File: src/hw/rtl/sfcu_pkg.sv
// ----------------------------------------------------------------------------
// sfcu_pkg
// Shared types and constants for the safety fault collection unit.
// ----------------------------------------------------------------------------
package sfcu_pkg;

    localparam int ItemCount = 64;
    localparam int ItemW     = 6;

    localparam logic [7:0] FailMax   = 8'hFF;
    localparam logic [7:0] CfgSilent = 8'd1;
    localparam logic [7:0] CfgReset  = 8'd2;
    localparam logic [1:0] PassLimit = 2'd2;

    localparam logic [1:0] REQ_FAIL = 2'd0;
    localparam logic [1:0] REQ_PASS = 2'd1;
    localparam logic [1:0] REQ_TICK = 2'd2;
    localparam logic [1:0] REQ_NOP  = 2'd3;

    localparam logic [2:0] CLS_RESET   = 3'd1;
    localparam logic [2:0] CLS_COUNTED = 3'd2;
    localparam logic [2:0] CLS_RXSAT   = 3'd3;
    localparam logic [2:0] CLS_CFG     = 3'd4;

    localparam logic [2:0] REG_PLANE0  = 3'd0;
    localparam logic [2:0] REG_PLANE1  = 3'd1;
    localparam logic [2:0] REG_PLANE2  = 3'd2;
    localparam logic [2:0] REG_SILENT  = 3'd3;
    localparam logic [2:0] REG_RESET   = 3'd4;
    localparam logic [2:0] REG_TICK0   = 3'd5;
    localparam logic [2:0] REG_TICK1   = 3'd6;

    typedef struct packed {
        logic [1:0] req_type;
        logic [5:0] item;
    } sfcu_in_t;

    typedef struct packed {
        logic        reset_request;
        logic        silent_on;
        logic [63:0] fault_mask;
        logic [63:0] status_mask;
        logic [63:0] history_mask;
        logic [31:0] sample_count;
        logic [7:0]  item_fail_count;
    } sfcu_out_t;

    // Command word handed from front to back.
    typedef struct packed {
        logic [1:0]       req_type;
        logic [ItemW-1:0] item;
    } sfcu_cmd_t;

endpackage

File: src/hw/rtl/sfcu_front.sv
// ----------------------------------------------------------------------------
// sfcu_front
// Input stage plus a two-entry command queue toward the execution stage.
// ----------------------------------------------------------------------------
module sfcu_front
    import sfcu_pkg::*;
(
    input  logic      clk,
    input  logic      rst_n,
    input  logic      in_valid,
    output logic      in_ready,
    input  sfcu_in_t  in_data,
    output logic      cmd_valid,
    input  logic      cmd_ready,
    output sfcu_cmd_t cmd
);

    sfcu_cmd_t  q_reg [2];
    logic       rd_reg, rd_next, wr_reg, wr_next;
    logic [1:0] cnt_reg, cnt_next;
    logic       push, pop;

    assign in_ready  = (cnt_reg != 2'd2);
    assign cmd_valid = (cnt_reg != 2'd0);
    assign cmd       = q_reg[rd_reg];
    assign push      = in_valid && in_ready;
    assign pop       = cmd_valid && cmd_ready;

    always_comb
    begin
        rd_next  = pop  ? ~rd_reg : rd_reg;
        wr_next  = push ? ~wr_reg : wr_reg;
        cnt_next = cnt_reg + {1'b0, push} - {1'b0, pop};
    end

    always_ff @(posedge clk or negedge rst_n)
    begin
        if (!rst_n)
        begin
            rd_reg  <= 1'b0;
            wr_reg  <= 1'b0;
            cnt_reg <= 2'd0;
        end
        else
        begin
            rd_reg  <= rd_next;
            wr_reg  <= wr_next;
            cnt_reg <= cnt_next;
        end
    end

    always_ff @(posedge clk)
    begin
        if (push)
        begin
            q_reg[wr_reg] <= '{req_type: in_data.req_type, item: in_data.item};
        end
    end

endmodule

File: src/hw/rtl/sfcu_back.sv
// ----------------------------------------------------------------------------
// sfcu_back
// Execution stage: updates counts and masks, holds the result register.
// ----------------------------------------------------------------------------
module sfcu_back
    import sfcu_pkg::*;
(
    input  logic        clk,
    input  logic        rst_n,
    input  logic        cmd_valid,
    output logic        cmd_ready,
    input  sfcu_cmd_t   cmd,
    input  logic [63:0] plane0,
    input  logic [63:0] plane1,
    input  logic [63:0] plane2,
    input  logic [7:0]  silent_lvl,
    input  logic [7:0]  reset_lvl,
    input  logic [5:0]  tick0,
    input  logic [5:0]  tick1,
    output logic        out_valid,
    input  logic        out_ready,
    output sfcu_out_t   out_data
);

    typedef enum logic [5:0] {
        ST_IDLE = 6'b000001,
        ST_UPD0 = 6'b000010,
        ST_RD1  = 6'b000100,
        ST_UPD1 = 6'b001000,
        ST_RD2  = 6'b010000,
        ST_DONE = 6'b100000
    } back_state_t;

    // Per-item {pass count, fail count}; an entry reads as zero until written.
    logic [9:0]           cnt_mem [ItemCount];
    logic [9:0]           rd_data_reg;
    logic                 rd_vld_reg;
    logic [ItemCount-1:0] vld_reg, vld_next;
    logic [ItemW-1:0]     rd_addr, upd_item;
    logic                 wr_en;
    logic [9:0]           wr_data, cur_ent;
    back_state_t          state_reg, state_next;
    sfcu_cmd_t            cmd_reg;
    logic [63:0] status_reg, status_next, fault_reg, fault_next, hist_reg, hist_next;
    logic [31:0] ticks_reg, ticks_next;
    logic        latched_reg, latched_next;
    logic [7:0]  depth_reg, depth_next;
    logic        silent_reg, silent_next;
    logic        ov_reg;
    sfcu_out_t   out_reg;
    logic        fire, pulse, load_out;
    logic [7:0]  out_cnt;

    assign cmd_ready = (state_reg == ST_IDLE) && (!ov_reg || out_ready);
    assign fire      = cmd_valid && cmd_ready;
    assign out_valid = ov_reg;
    assign out_data  = out_reg;
    assign cur_ent   = rd_vld_reg ? rd_data_reg : 10'd0;
    assign upd_item  = (state_reg == ST_UPD1) ? tick1 :
                       (cmd_reg.req_type == REQ_TICK) ? tick0 : cmd_reg.item;

    function automatic logic [2:0] cls_of(input logic [5:0] i, input logic [63:0] p0,
                                          input logic [63:0] p1, input logic [63:0] p2);
        cls_of = {p2[i], p1[i], p0[i]};
    endfunction

    // Pass update of one entry: returns {silent depth drop, new entry}.
    function automatic logic [10:0] pass_upd(input logic [2:0] cls, input logic [9:0] ent,
                                             input logic [7:0] slvl);
        logic [1:0] pc;
        logic [9:0] res;
        logic       dec;
        pc  = ent[9:8];
        res = ent;
        dec = 1'b0;
        if (cls == CLS_COUNTED || cls == CLS_RXSAT)
        begin
            pc  = ent[9:8] + 2'd1;
            res = {pc, ent[7:0]};
            if (pc >= PassLimit)
            begin
                dec = (cls == CLS_COUNTED) && (ent[7:0] >= slvl);
                res = 10'd0;
            end
        end
        pass_upd = {dec, res};
    endfunction

    always_comb
    begin
        logic [2:0]  cls;
        logic [7:0]  fc, sl, rl;
        logic [10:0] pu;
        logic        do_fail, do_pass;
        state_next   = state_reg;
        vld_next     = vld_reg;
        status_next  = status_reg;
        fault_next   = fault_reg;
        hist_next    = hist_reg;
        ticks_next   = ticks_reg;
        latched_next = latched_reg;
        depth_next   = depth_reg;
        silent_next  = silent_reg;
        rd_addr      = cmd_reg.item;
        wr_en        = 1'b0;
        wr_data      = cur_ent;
        load_out     = 1'b0;
        pulse        = 1'b0;
        out_cnt      = cur_ent[7:0];
        do_fail      = 1'b0;
        do_pass      = 1'b0;
        cls          = cls_of(upd_item, plane0, plane1, plane2);
        fc           = 8'd0;
        sl           = 8'd0;
        rl           = 8'd0;
        pu           = 11'd0;
        unique case (state_reg)
            ST_IDLE:
            begin
                // Start reading the first item while the command is taken.
                rd_addr = (cmd.req_type == REQ_TICK) ? tick0 : cmd.item;
                if (fire)
                begin
                    state_next = ST_UPD0;
                end
            end
            ST_UPD0:
            begin
                unique case (cmd_reg.req_type)
                    REQ_FAIL:
                    begin
                        do_fail    = 1'b1;
                        load_out   = 1'b1;
                        state_next = ST_IDLE;
                    end
                    REQ_PASS:
                    begin
                        do_pass    = 1'b1;
                        load_out   = 1'b1;
                        state_next = ST_IDLE;
                    end
                    REQ_TICK:
                    begin
                        ticks_next = ticks_reg + 32'd1;
                        do_pass    = 1'b1;
                        state_next = ST_RD1;
                    end
                    REQ_NOP:
                    begin
                        load_out   = 1'b1;
                        state_next = ST_IDLE;
                    end
                endcase
            end
            ST_RD1:
            begin
                // Read the second tick item after the first one is written.
                rd_addr    = tick1;
                state_next = ST_UPD1;
            end
            ST_UPD1:
            begin
                do_pass    = 1'b1;
                state_next = ST_RD2;
            end
            ST_RD2:
            begin
                rd_addr    = cmd_reg.item;
                state_next = ST_DONE;
            end
            ST_DONE:
            begin
                load_out   = 1'b1;
                state_next = ST_IDLE;
            end
            default:
            begin
                state_next = ST_IDLE;
            end
        endcase

        if (do_fail)
        begin
            status_next[upd_item] = 1'b1;
            hist_next[upd_item]   = 1'b1;
            fc = (cur_ent[7:0] < FailMax) ? cur_ent[7:0] + 8'd1 : cur_ent[7:0];
            wr_en   = 1'b1;
            wr_data = {2'd0, fc};
            vld_next[upd_item] = 1'b1;
            out_cnt = fc;
            sl = (cls == CLS_CFG) ? CfgSilent : silent_lvl;
            rl = (cls == CLS_CFG) ? CfgReset  : reset_lvl;
            if (cls == CLS_RESET || ((cls == CLS_COUNTED || cls == CLS_CFG) && fc >= rl))
            begin
                if (!latched_reg)
                begin
                    fault_next[upd_item] = 1'b1;
                    latched_next         = 1'b1;
                    pulse                = 1'b1;
                end
            end
            else if ((cls == CLS_COUNTED || cls == CLS_CFG) && fc == sl)
            begin
                fault_next[upd_item] = 1'b1;
                depth_next           = depth_reg + 8'd1;
                silent_next          = 1'b1;
            end
        end

        if (do_pass)
        begin
            pu      = pass_upd(cls, cur_ent, silent_lvl);
            wr_en   = 1'b1;
            wr_data = pu[9:0];
            vld_next[upd_item] = 1'b1;
            out_cnt = pu[7:0];
            if (pu[10])
            begin
                depth_next = depth_reg - 8'd1;
                if (depth_next == 8'd0)
                begin
                    silent_next = 1'b0;
                end
            end
            if (pu[7:0] == 8'd0)
            begin
                status_next[upd_item] = 1'b0;
                fault_next[upd_item]  = 1'b0;
            end
        end
    end

    always_ff @(posedge clk or negedge rst_n)
    begin
        if (!rst_n)
        begin
            state_reg   <= ST_IDLE;
            cmd_reg     <= '0;
            vld_reg     <= '0;
            rd_vld_reg  <= 1'b0;
            status_reg  <= '0;
            fault_reg   <= '0;
            hist_reg    <= '0;
            ticks_reg   <= '0;
            latched_reg <= 1'b0;
            depth_reg   <= '0;
            silent_reg  <= 1'b0;
            ov_reg      <= 1'b0;
        end
        else
        begin
            state_reg   <= state_next;
            if (fire)
            begin
                cmd_reg <= cmd;
            end
            vld_reg     <= vld_next;
            rd_vld_reg  <= vld_reg[rd_addr];
            status_reg  <= status_next;
            fault_reg   <= fault_next;
            hist_reg    <= hist_next;
            ticks_reg   <= ticks_next;
            latched_reg <= latched_next;
            depth_reg   <= depth_next;
            silent_reg  <= silent_next;
            if (load_out)
            begin
                ov_reg <= 1'b1;
            end
            else if (out_ready)
            begin
                ov_reg <= 1'b0;
            end
        end
    end

    always_ff @(posedge clk)
    begin
        if (wr_en)
        begin
            cnt_mem[upd_item] <= wr_data;
        end
        rd_data_reg <= cnt_mem[rd_addr];
    end

    always_ff @(posedge clk)
    begin
        if (load_out)
        begin
            out_reg <= '{reset_request:   pulse,
                         silent_on:       silent_next,
                         fault_mask:      fault_next,
                         status_mask:     status_next,
                         history_mask:    hist_next,
                         sample_count:    ticks_next,
                         item_fail_count: out_cnt};
        end
    end

endmodule

File: src/hw/rtl/safety_fault_collection_unit.sv
// ----------------------------------------------------------------------------
// safety_fault_collection_unit
// Fault collector for 64 monitored items with class-based reactions.
// ----------------------------------------------------------------------------
// Path: a fail, pass or idle word goes through the queue, then the idle and
//   update states of the execution stage, then the result register; a sample
//   tick also reads and writes both tick items and then reads the addressed item.
// Flow: the execution stage takes no new word until it has finished the current
//   one; a result word that is not taken holds it.
// Reset: rst_n clears masks and the queue and resets the config registers at once;
//   the count store keeps its contents, but a per-item valid flag reads it as zero.
module safety_fault_collection_unit
    import sfcu_pkg::*;
(
    input  logic        clk,
    input  logic        rst_n,
    input  logic        in_valid,
    output logic        in_ready,
    input  sfcu_in_t    in_data,
    output logic        out_valid,
    input  logic        out_ready,
    output sfcu_out_t   out_data,
    input  logic        cfg_we,
    input  logic [2:0]  cfg_index,
    input  logic [63:0] cfg_wdata
);

    // Configuration registers.
    logic [63:0] plane0_reg, plane1_reg, plane2_reg;
    logic [7:0]  silent_lvl_reg, reset_lvl_reg;
    logic [5:0]  tick0_reg, tick1_reg;

    // Front-to-back command word.
    logic      cmd_valid, cmd_ready;
    sfcu_cmd_t cmd;

    always_ff @(posedge clk or negedge rst_n)
    begin
        if (!rst_n)
        begin
            plane0_reg     <= '0;
            plane1_reg     <= '0;
            plane2_reg     <= '0;
            silent_lvl_reg <= 8'd3;
            reset_lvl_reg  <= 8'd20;
            tick0_reg      <= 6'd0;
            tick1_reg      <= 6'd1;
        end
        else if (cfg_we)
        begin
            // Decode the register index; unused indexes drop the write.
            unique case (cfg_index)
                REG_PLANE0: plane0_reg     <= cfg_wdata;
                REG_PLANE1: plane1_reg     <= cfg_wdata;
                REG_PLANE2: plane2_reg     <= cfg_wdata;
                REG_SILENT: silent_lvl_reg <= cfg_wdata[7:0];
                REG_RESET:  reset_lvl_reg  <= cfg_wdata[7:0];
                REG_TICK0:  tick0_reg      <= cfg_wdata[5:0];
                REG_TICK1:  tick1_reg      <= cfg_wdata[5:0];
                default:    ;
            endcase
        end
    end

    // Accept and queue incoming words.
    sfcu_front u_front (
        .clk       (clk),
        .rst_n     (rst_n),
        .in_valid  (in_valid),
        .in_ready  (in_ready),
        .in_data   (in_data),
        .cmd_valid (cmd_valid),
        .cmd_ready (cmd_ready),
        .cmd       (cmd)
    );

    // Execute updates and hold the result word.
    sfcu_back u_back (
        .clk        (clk),
        .rst_n      (rst_n),
        .cmd_valid  (cmd_valid),
        .cmd_ready  (cmd_ready),
        .cmd        (cmd),
        .plane0     (plane0_reg),
        .plane1     (plane1_reg),
        .plane2     (plane2_reg),
        .silent_lvl (silent_lvl_reg),
        .reset_lvl  (reset_lvl_reg),
        .tick0      (tick0_reg),
        .tick1      (tick1_reg),
        .out_valid  (out_valid),
        .out_ready  (out_ready),
        .out_data   (out_data)
    );

endmodule

File: config.mk
export PLATFORM = sky130hd
export DESIGN_NAME = safety_fault_collection_unit
export DESIGN_NICKNAME = d
export VERILOG_FILES = /design/src/hw/rtl/sfcu_pkg.sv /design/src/hw/rtl/sfcu_front.sv /design/src/hw/rtl/sfcu_back.sv /design/src/hw/rtl/safety_fault_collection_unit.sv
export SDC_FILE = /design/constraint.sdc
export NUM_CORES = 2
export LEC_CHECK = 0
export BUFFER_PORTS_ARGS = -buffer_cell sky130_fd_sc_hd__buf_2
export CAP_MARGIN = 20
export CELL_PAD_IN_SITES_DETAIL_PLACEMENT = 2
export CELL_PAD_IN_SITES_GLOBAL_PLACEMENT = 2
export CORE_MARGIN = 2
export CORE_UTILIZATION = 49
export CTS_BUF_LIST = sky130_fd_sc_hd__clkbuf_4 sky130_fd_sc_hd__clkbuf_8
export CTS_CLUSTER_SIZE = 20
export DETAILED_ROUTE_END_ITERATION = 6
export GPL_ROUTABILITY_DRIVEN = 0
export MAX_ROUTING_LAYER = met4
export PLACE_DENSITY = 0.86
export SLEW_MARGIN = 10
export SYNTH_ARGS = -nofsm -noshare
export SYNTH_HDL_FRONTEND = slang
export SYNTH_SLANG_ARGS = --single-unit
File: constraint.sdc
create_clock -name clk -period 38.2 [get_ports clk]
set_input_delay 5.73 -clock clk [delete_from_list [all_inputs] [get_ports clk]]
set_output_delay 5.73 -clock clk [all_outputs]
set_load 0.005 [all_outputs]
==> results.toml, run 1 <==
[status]
status = "stopped before the end"
lastStage = "global routing"
stop_error = "[ERROR GRT-0232] Routing congestion too high. Check the congestion heatmap in the GUI."

[floorplanning]
start_util = 0.493
die_h_um = 348
die_w_um = 348
rows = 126
ios = 316

[cts]
post_cts_buffers = 0
holdBufCountCts = 0
cts_buffers = 227
htreeDepth = 4
cts-root-buf = "clkbuf_8"
cts_resized = 0
cts_buffer_depth = 3
cts.sinks = 1438

[synth]
synth_top_area_frac = 0.461
syn_area_um2 = 57900
synthTopCellsByCount = "edfxtp_1, dfrtp_1, nand2_1"
synth.distinct_cells = 86
yosys-top-cells-area = "edfxtp_1, dfrtp_1, mux2_2, a211oi_1, nand2_1"
syn_avg_cell_area_um2 = 13.4
syn_inst = 4318
yosysSeqAreaShare = 0.697
synth-edff-count = 890
async_flop_share = 0.374
yosys_warnings = 0
syn_nets = 4424
ys.flop_type = "edfxtp_1"
yosysMostFrequentCell = "edfxtp_1"
synth_area_leader_cell = "edfxtp_1"
ys_ff_latch = 1438

[global_route]
grt_max_degree = 173
antenna_found_initial = 34
track_usage = 0.792
gr-total-overflow = 205

[placed_design]
io_buffers = 315
dpl-instance-area_um2 = 61500
hpwlAfterDp_mm = 137
-- routing by layer --
metal | overflow | track usage
met1 | 3 | 0.784
met2 | 105 | 0.921
met3 | 3 | 0.646
met4 | 94 | 0.773
met5 | - | -
-- metrics by stage --
stage / cells / setup slack, ns / util / hold slack (ns)
2_1_floorplan: 4318 / 26.17 / - / 0.419
4_1_cts: 6415 / 28.55 / 0.566 / 0.458
3_5_place_dp: 5984 / 29.49 / 0.523 / 0.440
3_3_place_gp: 5973 / 29.90 / 0.522 / 0.431
-- cells by family after synthesis --
family	count (synthesis)	share of synthesized area
flops	1438	0.697
simple gates	1220	0.103
compound gates	1020	0.117
buf+inv	312	0.0208
mux	250	0.0481
xor+xnor	52	0.00786
fa+ha+maj	26	0.00561
==> run 2: changes to the inputs <==
- CELL_PAD_IN_SITES_DETAIL_PLACEMENT: 2 -> unset
- CELL_PAD_IN_SITES_GLOBAL_PLACEMENT: 2 -> unset
- CORE_UTILIZATION: 49 -> 40
- CTS_BUF_LIST: sky130_fd_sc_hd__clkbuf_4 sky130_fd_sc_hd__clkbuf_8 -> unset
- CTS_CLUSTER_SIZE: 20 -> unset
- MAX_ROUTING_LAYER: met4 -> unset
- PLACE_DENSITY: 0.86 -> unset
- PLACE_DENSITY_LB_ADDON: unset -> 0.15
==> run 2 against run 1 <==
The flow now finishes, with violations (DRC). Synthesized cell count unchanged. Area after synthesis unchanged.
==> results.toml, run 2 <==
[status]
status = "finished, violations left"
violations = "DRC"

[cts]
clkTransAtPathRegs_ns = 0.06
cts-root-buf = "clkbuf_16"
cts_resized = 0
clk_latency_ns = 0.79
cts.sinks = 1438
htreeDepth = 4
cts_buffers = 152
post_cts_buffers = 0
cts_buffer_depth = 3
holdBufCountCts = 0
tritoncts = "built"

[synth]
ys.flop_type = "edfxtp_1"
yosysMostFrequentCell = "edfxtp_1"
yosys_warnings = 0
async_flop_share = 0.374
synth_area_leader_cell = "edfxtp_1"
yosysSeqAreaShare = 0.697
synth-edff-count = 890
yosys-top-cells-area = "edfxtp_1, dfrtp_1, mux2_2, a211oi_1, nand2_1"
synthTopCellsByCount = "edfxtp_1, dfrtp_1, nand2_1"
syn_avg_cell_area_um2 = 13.4
ys_ff_latch = 1438
synth.distinct_cells = 86
syn_inst = 4318
synth_top_area_frac = 0.461
syn_nets = 4424
syn_area_um2 = 57900

[critical_path]
rrSetupSlack_ns = 29.34
cp.required_ns = 38.79
crit_path_start_kind = "flop"
crit_fanout = 64
worstPathArrival_ns = 9.45
ff2ff_path_depth = 24
r2r_end = "u_back.out_data[230]"
r2r_start = "u_back.state_reg[2]"
worst_setup_path_end_kind = "flop"
critPathKind = "reg2reg"

[global_route]
grt_pass1_vias = 36100
antenna_found_initial = 13
grt_pass1_wl_mm = 247
gr-total-overflow = 0
track_usage = 0.225
grt_max_degree = 169

[timing]
max_freq_ghz = 0.113
fin_skew_ns = 0.0560
rsz0062_at_grt = "no"
final.min_clock_period_ns = 8.86
tightest_slew_ns = 1.28
whs_ns = 0.449
hold_violations = 0
finalCritPeriodShare = 0.232
max-slew-margin-rel = 0.147
setup_viol = 0
drv_slew = 0
totalNegativeSetupSlack_ns = 0

[finish]
fin_nets = 4737
final_cell_mix = "edfxtp_1, dfrtp_1, nand2_1"
drive_gt1_frac = 0.228
max_flop_register = "u_back.cnt_mem"
n_fill_cell = 12800
multi_input_area_um2 = 16700
seq_area_um2 = 40400
area_growth_pct = 16.3
largest_register_ffs = 640
final_common_cell = "edfxtp_1"

[floorplanning]
core_um2 = 144000
rows = 139
ios = 316
die-area_um2 = 148000
start_util = 0.403
die_h_um = 385
die_w_um = 385

[detailed_routing]
drtIter0Drc = 3529
drc = 47
drtPass1Iterations = 7
wl_per_cell_um = 25.4
drt-total-wl_mm = 169
vias_per_cell = 5.61
num_vias = 37400
ant_nets = 0

[power]
power_mw = 5.92
p_leak_nw = 26.1
ir_drop_v = 0.000106
p_per_area_nw_per_um2 = 87.8

[hold_path]
hp-start = "u_back.hist_reg[56]"
hold-path-cell-count = 1
worstHoldEndpoint = "u_back.hist_reg[56]"
min_path_type = "reg2reg"

[placed_design]
hpwlAfterDp_mm = 107
io_buffers = 315

[flow_run]
max_cap_violations = 0
## run 2: cell counts after synthesis
No cell type changed its count.
## run 2: cells by family (layout without fill, tap and decap cells)
logic type	count (synthesis)	after routing	synth area share
flip-flops	1438	1438	0.697
AND/OR/NAND/NOR	1220	1220	0.103
AO/OA/AOI/OAI	1020	1020	0.117
buffers and inverters	312	753	0.0208
multiplexers	250	250	0.0481
XOR/XNOR	52	52	0.00786
adder cells (fa/ha/maj)	26	26	0.00561
other	0	4	0
## run 2: per-stage QoR
step / worst slack, ns / std cells / utilization / cell area [um2]
2_1_floorplan: 26.17 / 4318 / - / 57900
3_3_place_gp: 29.83 / 6354 / 0.431 / 61900
3_5_place_dp: 29.64 / 6364 / 0.432 / 62000
4_1_cts: 29.60 / 6646 / 0.468 / 67300
5_1_grt: 28.99 / 6662 / 0.469 / 67400
6_report: 29.34 / 6666 / 0.469 / 67400
## run 2: worst max-delay path by stage
stage / start / end / depth (start not counted)
finish: u_back.state_reg[2] / u_back.out_data[230] / 24
global route: u_back.state_reg[3] / u_back.out_data[184] / 24
CTS: u_back.state_reg[2] / u_back.out_data[175] / 24
detailed placement: u_back.state_reg[2] / u_back.out_data[224] / 24
global placement: u_back.state_reg[1] / u_back.out_data[230] / 24
floorplan: u_back.cmd_reg[6] / u_back.out_data[0] / 9
## run 2: cell type report
| cell class | count | area share |
|---|---|---|
| clock buffers | 191 | 0.0616 |
| well taps | 1903 | 0.0353 |
| flip-flops and latches | 1438 | 0.599 |
| repair buffers | 430 | 0.0383 |
| inverters | 41 | 0.00228 |
| diodes | 4 | 0.000148 |
| multi-input cells | 2568 | 0.247 |
| clock inverters | 91 | 0.0159 |
## run 2: worst max-delay path, cell delays in order, from the launching register on
cell	delay, ns
dfrtp_1	0.46
nand2b_1	0.60
o21ai_1	1.03
nand2_1	0.57
and3_1	0.34
o41ai_1	0.55
o2111ai_1	0.27
nor4_4	0.46
o211ai_2	0.37
and2_1	0.30
ha_1	0.27
nand2b_1	0.14
a21o_1	0.18
a21o_1	0.17
a21o_1	0.17
a21o_1	0.17
a21o_1	0.16
a21o_1	0.17
a21o_1	0.20
or4b_1	0.46
o2bb2ai_1	0.20
o32ai_4	0.27
buf_4	0.73
a31oi_1	0.17
a21oi_1	0.22
## run 2: power breakdown
group          internal (mW)  total, mW  switching [mW]  leakage, nW
combinational          0.673       2.28            1.61         8.25
sequential              1.98       2.11           0.129         15.3
clock                  0.905       1.53           0.627         2.57
total                   3.55       5.92            2.36         26.1
## run 2: layer usage
metal  GRT usage  up-vias  share of wire
met4      0.0757       12          0.033
met3      0.0430      316          0.059
li1            -    16800              -
met2       0.370     1221           0.49
met5           0        -        0.00047
met1       0.301    19100           0.42
Power figures use the tool's default switching activity.
